[src/rtl/stt_pkg.sv]
// ----------------------------------------------------------------------------
// stt_pkg
// Shared types, codes, keyword tables and character classes of the tokenizer.
// ----------------------------------------------------------------------------
package stt_pkg;

  typedef enum logic [2:0] {
    KIND_IDENT     = 3'd0,
    KIND_NUMBER    = 3'd1,
    KIND_OPERATOR  = 3'd2,
    KIND_KEYWORD   = 3'd3,
    KIND_SEPARATOR = 3'd4,
    KIND_END       = 3'd5,
    KIND_ERROR     = 3'd6
  } token_kind_t;

  localparam int NUM_KW = 4;

  // keyword spellings, zero padded; row order gives the keyword code
  localparam logic [7:0] KW_TEXT [NUM_KW][8] = '{
    '{8'h64, 8'h6f, 8'h75, 8'h62, 8'h6c, 8'h65, 8'h00, 8'h00},  // double
    '{8'h69, 8'h66, 8'h00, 8'h00, 8'h00, 8'h00, 8'h00, 8'h00},  // if
    '{8'h65, 8'h6c, 8'h73, 8'h65, 8'h00, 8'h00, 8'h00, 8'h00},  // else
    '{8'h70, 8'h72, 8'h69, 8'h6e, 8'h74, 8'h00, 8'h00, 8'h00}   // print
  };
  localparam logic [2:0] KW_LEN [NUM_KW] = '{3'd6, 3'd2, 3'd4, 3'd5};

  localparam logic [7:0] CHAR_UNDERSCORE = 8'h5f;
  localparam logic [7:0] CHAR_DOT        = 8'h2e;

  typedef struct packed {
    token_kind_t  kind;
    logic [1:0]   keyword_code;
    logic [7:0]   symbol_char;
    logic [31:0]  token_start;
    logic [15:0]  token_length;
    logic         last_of_run;
  } tok_rec_t;

  // up to two records per input item, packed from first
  typedef struct packed {
    logic [1:0] count;
    tok_rec_t   first;
    tok_rec_t   second;
  } scan_res_t;

  function automatic logic is_letter(input logic [7:0] c);
    return (c >= 8'h41 && c <= 8'h5a) || (c >= 8'h61 && c <= 8'h7a);
  endfunction

  function automatic logic is_digit(input logic [7:0] c);
    return c >= 8'h30 && c <= 8'h39;
  endfunction

  function automatic logic is_space(input logic [7:0] c);
    return c == 8'h20 || (c >= 8'h09 && c <= 8'h0d);
  endfunction

  function automatic logic is_operator(input logic [7:0] c);
    return c == 8'h2b || c == 8'h2d || c == 8'h2a || c == 8'h2f ||
           c == 8'h3d || c == 8'h3c || c == 8'h3e;
  endfunction

  function automatic logic is_separator(input logic [7:0] c);
    return c == 8'h28 || c == 8'h29 || c == 8'h7b || c == 8'h7d || c == 8'h3b;
  endfunction

endpackage

[src/rtl/source_text_tokenizer.sv]
// ----------------------------------------------------------------------------
// source_text_tokenizer
// Streaming lexer: source bytes in, token records (kind, start, length) out.
// ----------------------------------------------------------------------------
// One source byte is taken per clock while input ready is high. The scanner
// updates its state in the cycle the byte is accepted and writes the records
// it causes into a four-entry result queue. The queue sends one record per
// cycle while the output is ready; records are registered in the queue before
// they go out. A byte that closes a pending identifier or number and is itself
// a token causes two records. Between two such bytes there is always one that
// causes none, so while the output is ready the text streams at one byte per
// cycle. Input ready drops while fewer than two queue entries are free, which
// only happens under output back-pressure. An unknown byte emits an error
// record and the block takes bytes without output until reset; an end marker
// flushes the pending token, emits end of input and restarts offsets at zero.
module source_text_tokenizer import stt_pkg::*; #(
  parameter int OFFSET_BITS = 32,
  parameter int LENGTH_BITS = 16
) (
  input  logic        clk,
  input  logic        rst,
  input  logic        s_axis_tvalid,
  output logic        s_axis_tready,
  input  logic [7:0]  s_axis_tdata,   // byte_value[7:0]
  input  logic        s_axis_tlast,   // is_end
  output logic        m_axis_tvalid,
  input  logic        m_axis_tready,
  output logic [55:0] m_axis_tdata,   // symbol_char[7:0], token_start[39:8],
                                      // token_length[55:40]
  output logic [4:0]  m_axis_tuser,   // token_kind[2:0], keyword_code[4:3]
  output logic        m_axis_tlast    // last_of_run
);

  scan_res_t scan_res;
  tok_rec_t  head;
  logic      in_fire;

  assign in_fire = s_axis_tvalid && s_axis_tready;

  stt_scan #(
    .OFFSET_BITS(OFFSET_BITS),
    .LENGTH_BITS(LENGTH_BITS)
  ) u_scan (
    .clk     (clk),
    .rst     (rst),
    .in_fire (in_fire),
    .in_byte (s_axis_tdata),
    .in_end  (s_axis_tlast),
    .res     (scan_res)
  );

  stt_queue u_queue (
    .clk       (clk),
    .rst       (rst),
    .push      (scan_res),
    .room      (s_axis_tready),
    .out_valid (m_axis_tvalid),
    .out_ready (m_axis_tready),
    .out_rec   (head)
  );

  assign m_axis_tdata = {head.token_length, head.token_start, head.symbol_char};
  assign m_axis_tuser = {head.keyword_code, head.kind};
  assign m_axis_tlast = head.last_of_run;

endmodule

[src/rtl/stt_scan.sv]
// ----------------------------------------------------------------------------
// stt_scan
// Scanner state and per-byte token logic; yields up to two records per item.
// ----------------------------------------------------------------------------
module stt_scan import stt_pkg::*; #(
  parameter int OFFSET_BITS = 32,
  parameter int LENGTH_BITS = 16
) (
  input  logic       clk,
  input  logic       rst,
  input  logic       in_fire,
  input  logic [7:0] in_byte,
  input  logic       in_end,
  output scan_res_t  res
);

  typedef enum logic [1:0] {
    MODE_IDLE   = 2'd0,
    MODE_IDENT  = 2'd1,
    MODE_NUMBER = 2'd2,
    MODE_HALT   = 2'd3
  } mode_t;

  mode_t                   mode, mode_next;
  logic [OFFSET_BITS-1:0]  pending_start, pending_start_next;
  logic [LENGTH_BITS-1:0]  pending_length, pending_length_next;
  logic [NUM_KW-1:0]       candidates, candidates_next;
  logic [OFFSET_BITS-1:0]  byte_offset, byte_offset_next;

  logic [NUM_KW-1:0]       ext_match, begin_match;
  logic [LENGTH_BITS-1:0]  length_inc;
  logic [OFFSET_BITS-1:0]  offset_inc;
  logic [31:0]             offset_out, pstart_out;
  logic [15:0]             plen_out;
  logic                    pending, cont;
  logic                    have_flush, have_single;
  tok_rec_t                flush_rec, single_rec;

  always_comb begin
    for (int k = 0; k < NUM_KW; k++) begin
      ext_match[k] = (pending_length < LENGTH_BITS'(KW_LEN[k])) &&
                     (KW_TEXT[k][pending_length[2:0]] == in_byte);
      begin_match[k] = (KW_TEXT[k][0] == in_byte);
    end
  end

  assign length_inc = (pending_length == '1) ? pending_length : pending_length + 1'b1;
  assign offset_inc = (byte_offset == '1) ? byte_offset : byte_offset + 1'b1;

  // clamp internal widths to the record field widths
  assign offset_out = (64'(byte_offset) > 64'hffff_ffff) ? 32'hffff_ffff : 32'(byte_offset);
  assign pstart_out = (64'(pending_start) > 64'hffff_ffff) ? 32'hffff_ffff
                                                          : 32'(pending_start);
  assign plen_out   = (32'(pending_length) > 32'h0000_ffff) ? 16'hffff : 16'(pending_length);

  assign pending = (mode == MODE_IDENT) || (mode == MODE_NUMBER);
  assign cont = ((mode == MODE_IDENT) &&
                 (is_letter(in_byte) || is_digit(in_byte) || in_byte == CHAR_UNDERSCORE)) ||
                ((mode == MODE_NUMBER) && (is_digit(in_byte) || in_byte == CHAR_DOT));

  always_comb begin
    flush_rec              = '0;
    flush_rec.kind         = (mode == MODE_NUMBER) ? KIND_NUMBER : KIND_IDENT;
    flush_rec.token_start  = pstart_out;
    flush_rec.token_length = plen_out;
    if (mode == MODE_IDENT) begin
      for (int j = 0; j < NUM_KW; j++) begin
        if (candidates[j] && pending_length == LENGTH_BITS'(KW_LEN[j])) begin
          flush_rec.kind         = KIND_KEYWORD;
          flush_rec.keyword_code = 2'(j);
        end
      end
    end
  end

  always_comb begin
    mode_next           = mode;
    pending_start_next  = pending_start;
    pending_length_next = pending_length;
    candidates_next     = candidates;
    byte_offset_next    = byte_offset;
    have_flush          = 1'b0;
    have_single         = 1'b0;
    single_rec              = '0;
    single_rec.token_start  = offset_out;
    single_rec.token_length = 16'd1;
    single_rec.symbol_char  = in_byte;

    if (in_fire && mode != MODE_HALT) begin
      if (in_end) begin
        have_flush  = pending;
        have_single = 1'b1;
        single_rec.kind         = KIND_END;
        single_rec.symbol_char  = '0;
        single_rec.token_length = '0;
        mode_next           = MODE_IDLE;
        pending_start_next  = '0;
        pending_length_next = '0;
        candidates_next     = '1;
        byte_offset_next    = '0;
      end else begin
        byte_offset_next = offset_inc;
        if (cont) begin
          pending_length_next = length_inc;
          candidates_next     = candidates & ext_match;
        end else begin
          have_flush = pending;
          if (pending) begin
            mode_next           = MODE_IDLE;
            pending_length_next = '0;
            candidates_next     = '1;
          end
          if (is_space(in_byte)) begin
            // dropped
          end else if (is_letter(in_byte) || is_digit(in_byte) || in_byte == CHAR_DOT) begin
            mode_next           = is_letter(in_byte) ? MODE_IDENT : MODE_NUMBER;
            pending_start_next  = byte_offset;
            pending_length_next = LENGTH_BITS'(1);
            candidates_next     = begin_match;
          end else begin
            have_single = 1'b1;
            if (is_operator(in_byte)) begin
              single_rec.kind = KIND_OPERATOR;
            end else if (is_separator(in_byte)) begin
              single_rec.kind = KIND_SEPARATOR;
            end else begin
              single_rec.kind = KIND_ERROR;
              mode_next       = MODE_HALT;
            end
          end
        end
      end
    end
  end

  always_comb begin
    res        = '0;
    res.count  = 2'(have_flush) + 2'(have_single);
    res.first  = have_flush ? flush_rec : single_rec;
    res.first.last_of_run = !(have_flush && have_single);
    res.second = single_rec;
    res.second.last_of_run = 1'b1;
  end

  always_ff @(posedge clk) begin
    if (rst) begin
      mode           <= MODE_IDLE;
      pending_start  <= '0;
      pending_length <= '0;
      candidates     <= '1;
      byte_offset    <= '0;
    end else begin
      mode           <= mode_next;
      pending_start  <= pending_start_next;
      pending_length <= pending_length_next;
      candidates     <= candidates_next;
      byte_offset    <= byte_offset_next;
    end
  end

endmodule

[src/rtl/stt_queue.sv]
// ----------------------------------------------------------------------------
// stt_queue
// Small queue; takes up to two records per cycle, gives one per ready cycle.
// ----------------------------------------------------------------------------
module stt_queue import stt_pkg::*; (
  input  logic      clk,
  input  logic      rst,
  input  scan_res_t push,
  output logic      room,
  output logic      out_valid,
  input  logic      out_ready,
  output tok_rec_t  out_rec
);

  localparam int DEPTH = 4;
  localparam int PTR_W = $clog2(DEPTH);
  localparam int CNT_W = $clog2(DEPTH + 1);

  tok_rec_t         entries [DEPTH];
  logic [PTR_W-1:0] wr_ptr, rd_ptr;
  logic [CNT_W-1:0] count;
  logic             pop;

  assign out_valid = (count != '0);
  assign out_rec   = entries[rd_ptr];
  assign pop       = out_valid && out_ready;
  // room for a worst-case item of two records
  assign room      = (count <= CNT_W'(DEPTH - 2));

  always_ff @(posedge clk) begin
    if (push.count != 2'd0) begin
      entries[wr_ptr] <= push.first;
    end
    if (push.count == 2'd2) begin
      entries[wr_ptr + 1'b1] <= push.second;
    end
  end

  always_ff @(posedge clk) begin
    if (rst) begin
      wr_ptr <= '0;
      rd_ptr <= '0;
      count  <= '0;
    end else begin
      wr_ptr <= wr_ptr + PTR_W'(push.count);
      rd_ptr <= rd_ptr + PTR_W'(pop);
      count  <= count + CNT_W'(push.count) - CNT_W'(pop);
    end
  end

endmodule

[config.mk]
export PLATFORM = sky130hd
export DESIGN_NAME = source_text_tokenizer
export DESIGN_NICKNAME = d
export VERILOG_FILES = /design/src/rtl/stt_pkg.sv /design/src/rtl/source_text_tokenizer.sv /design/src/rtl/stt_scan.sv /design/src/rtl/stt_queue.sv
export SDC_FILE = /design/constraint.sdc
export NUM_CORES = 1
export LEC_CHECK = 0
export BUFFER_PORTS_ARGS = -buffer_cell sky130_fd_sc_hd__buf_2
export CAP_MARGIN = 20
export CORE_UTILIZATION = 58
export CTS_BUF_LIST = sky130_fd_sc_hd__clkbuf_4
export DETAILED_ROUTE_END_ITERATION = 7
export HOLD_SLACK_MARGIN = 0.05
export PLACE_DENSITY = 0.81
export SLEW_MARGIN = 20
export SYNTH_ARGS = -nofsm -noshare
export SYNTH_HDL_FRONTEND = slang
export SYNTH_HIERARCHICAL = 1
export SYNTH_SLANG_ARGS = --single-unit
[constraint.sdc]
create_clock -name clk -period 9.4 [get_ports clk]
set_input_delay 1.41 -clock clk [delete_from_list [all_inputs] [get_ports clk]]
set_output_delay 1.41 -clock clk [all_outputs]
set_load 0.05 [all_outputs]
==> results.sh <==
export IMPL_synth_compound_area_share_pct=6.23
export IMPL_hp_class="reg2reg"
export IMPL_power_per_cell_area_nw_per_um2=254
export IMPL_final_area_um2=19900
export IMPL_ys_seq_elements=341
export IMPL_finalHoldViolCount=0
export IMPL_synth_main_ff_cell="edfxtp_1"
export IMPL_ys_top_cells_by_count="edfxtp_1 (248), mux2_2 (192), dfxtp_1 (93), mux2_4 (75), nor2_1 (66)"
export IMPL_dp_hpwl_um=25400
export IMPL_violations="design-rule violations"
export IMPL_grt_pass1_wl_um=67100
export IMPL_ant_nets=0
export IMPL_num_vias=12000
export IMPL_worstMarginPinSlew_ps=1060
export IMPL_via_per_inst=6.37
export IMPL_wl_per_cell_um=22.6
export IMPL_grt_usage_pct=26.5
export IMPL_fmax_ghz=0.159
export IMPL_row_count=64
export IMPL_finalCritPeriodShare_pct=66.8
export IMPL_cp_start_kind="input pin"
export IMPL_cts_htree_levels=3
export IMPL_area_growth_pct=8.72
export IMPL_worstSetupPathType="in2reg"
export IMPL_drt_iter0_drc=1077
export IMPL_placed_area_um2=18800
export IMPL_antenna_found_initial=1
export IMPL_start_util_pct=59.5
export IMPL_synth_edff_count=248
export IMPL_synth_warnings=6
export IMPL_synth_simple_area_share_pct=9.12
export IMPL_clock_skew_final_ps=73.6
export IMPL_postCtsSetupBuffers=0
export IMPL_die_area_um2=32300
export IMPL_slew_headroom_pct=29.4
export IMPL_synth_area_leaders="edfxtp_1 (41%), mux2_2 (12%), dfxtp_1 (10%)"
export IMPL_synth_avg_cell_area_um2=13.7
export IMPL_clockBufferDepth=3
export IMPL_core_area_um2=30800
export IMPL_leakagePower_nw=7.20
export IMPL_arrival_ps=6580
export IMPL_overflow=0
export IMPL_setup_violations_final=0
export IMPL_ioPinCount=77
export IMPL_synth_top_family_by_area="multiplexers"
export IMPL_clkLatencyLatePin_ps=720
export IMPL_netlist_area_leader_share_pct=40.6
export IMPL_numCtsBuffers=85
export IMPL_rsz0062_at_grt="false"
export IMPL_yosys_cell_count_top_type="edfxtp_1"
export IMPL_synth_distinct_cells=82
export IMPL_wirelength_um=42800
export IMPL_maxSlewViolCount=0
export IMPL_first_global_vias=12100
export IMPL_n_fill_cell=2248
export IMPL_cap_viol_max_count=0
export IMPL_cts_root_buf="clkbuf_4"
export IMPL_grt_max_degree=65
export IMPL_synth_fa_ha_area_share_pct=1.20
export IMPL_seq_area_frac_synth_pct=50.8
export IMPL_drive_above_1_share_pct=39.2
export IMPL_drc=8
export IMPL_cp_required_ps=9700
export IMPL_fin_nets=1454
export IMPL_syn_area_um2=18300
export IMPL_cts_clk_slew_worst_paths_ps=60
export IMPL_ctsResizeCount=0
export IMPL_synthMuxAreaShare_pct=27.0
export IMPL_cp_end_kind="flip-flop"
export IMPL_fin_util_pct=64.7
export IMPL_synth_xor_area_share_pct=1.64
export IMPL_period_needed_ps=6280
export IMPL_ir_drop_uv=251
export IMPL_finalSetupTns_ps=0
export IMPL_drtPass1Iterations=7
export IMPL_cts_tree="done"
export IMPL_port_buffers=76
export IMPL_status="finished with violations"
export IMPL_ctsHoldBuffers=0
export IMPL_gp_congestion=0.959
export IMPL_async_flop_share_pct=0
export IMPL_clock_sinks=341
export IMPL_worstPathMaxFanout=36
export IMPL_die_w_um=180
export IMPL_synthCells=1340
export IMPL_fp_dieH_um=180
export IMPL_synth_area_leader_cell="edfxtp_1"
-- layout make-up --
cell class / instances / area (µm²) / share of cell area (%)
Timing Repair Buffer: 94 / 515 / 2.58
Clock inverter: 33 / 178 / 0.891
Antenna cell: 1 / 2.50 / 0.0125
Inverter: 25 / 93.8 / 0.471
Clock buffer: 123 / 923 / 4.63
Multi-Input combinational cell: 877 / 8420 / 42.2
Sequential cell: 341 / 9310 / 46.7
Tap cell: 396 / 495 / 2.48
-- logic make-up after synthesis --
kind of cell	after synthesis
muxes	354
AOI/OAI and AO/OA	157
buffers and inverters	138
adders and majority gates	17
and+or+nand+nor	300
DFF	341
xor gates and xnor gates	31
other	2
-- path summary, 6_finish.rpt --
kind	from	end	slack, ps	cells past startpoint
worst min-delay path	u_scan/pending_start[22]	u_scan/pending_start[22]	470	1
worst max register to register	u_queue/count[0]	u_queue/entries[1][57]	4620	11
worst min register to register	u_scan/pending_start[22]	u_scan/pending_start[22]	470	1
worst max-delay path	s_axis_tdata[2]	u_queue/entries[1][57]	3120	11
-- layer usage --
layer / vias to the layer above / part of all wire [%] / track usage [%]
li1: 5415 / - / -
met1: 5950 / 41 / 34.7
met2: 586 / 48 / 43.7
met3: 95 / 8.0 / 4.54
met4: 0 / 2.8 / 11.3
met5: - / 0 / 0
-- cell usage in the layout (no fill, tap or decap), types with 15 or more instances in the layout --
cell	netlist	layout
a21oi_1	28	28
a22o_1	33	32
and2_1	20	20
buf_2	31	76
buf_4	25	18
clkbuf_4	0	123
clkinv_1	1	24
conb_1	2	18
dfxtp_1	93	91
edfxtp_1	248	248
ha_1	16	16
inv_1	23	23
mux2_1	17	17
mux2_2	192	192
mux2_4	75	75
mux4_2	62	62
nand2_1	46	46
nand3_1	23	23
nand4_1	20	20
nor2_1	66	65
nor3_1	22	22
nor4_1	15	15
o21ai_0	28	28
or3_1	16	16
xnor2_1	21	21
-- worst max-delay path, stage by stage --
cell	delay, ps
buf_2	210
or4_4	580
o221a_4	290
o31ai_4	640
a21oi_2	250
or3_1	390
inv_2	580
ha_1	490
mux2i_1	250
nor2_4	750
buf_4	660
-- through the flow --
step	setup slack [ps]	std cells	hold WS, ps	power (mW)
2_1_floorplan	272	1356	444	3.44
3_3_place_gp	2650	1733	456	3.84
3_5_place_dp	2480	1733	464	3.87
4_1_cts	3200	1889	479	5.11
5_1_grt	2950	1890	497	5.28
6_report	3120	1890	474	5.07
-- power by group --
part	switching [mW]	internal, mW
clock network	0.605	0.636
registers	0.117	1.95
logic	1.23	0.528
-- sequential cells by signal, indices dropped and copies added (netlist names) --
register / cells
u_queue/count: 3
u_queue/entries: 248
u_queue/rd_ptr: 2
u_queue/wr_ptr: 2
u_scan/byte_offset: 32
u_scan/candidates: 4
u_scan/mode: 2
u_scan/pending_length: 16
u_scan/pending_start: 32
Power figures use the tool's default switching activity.
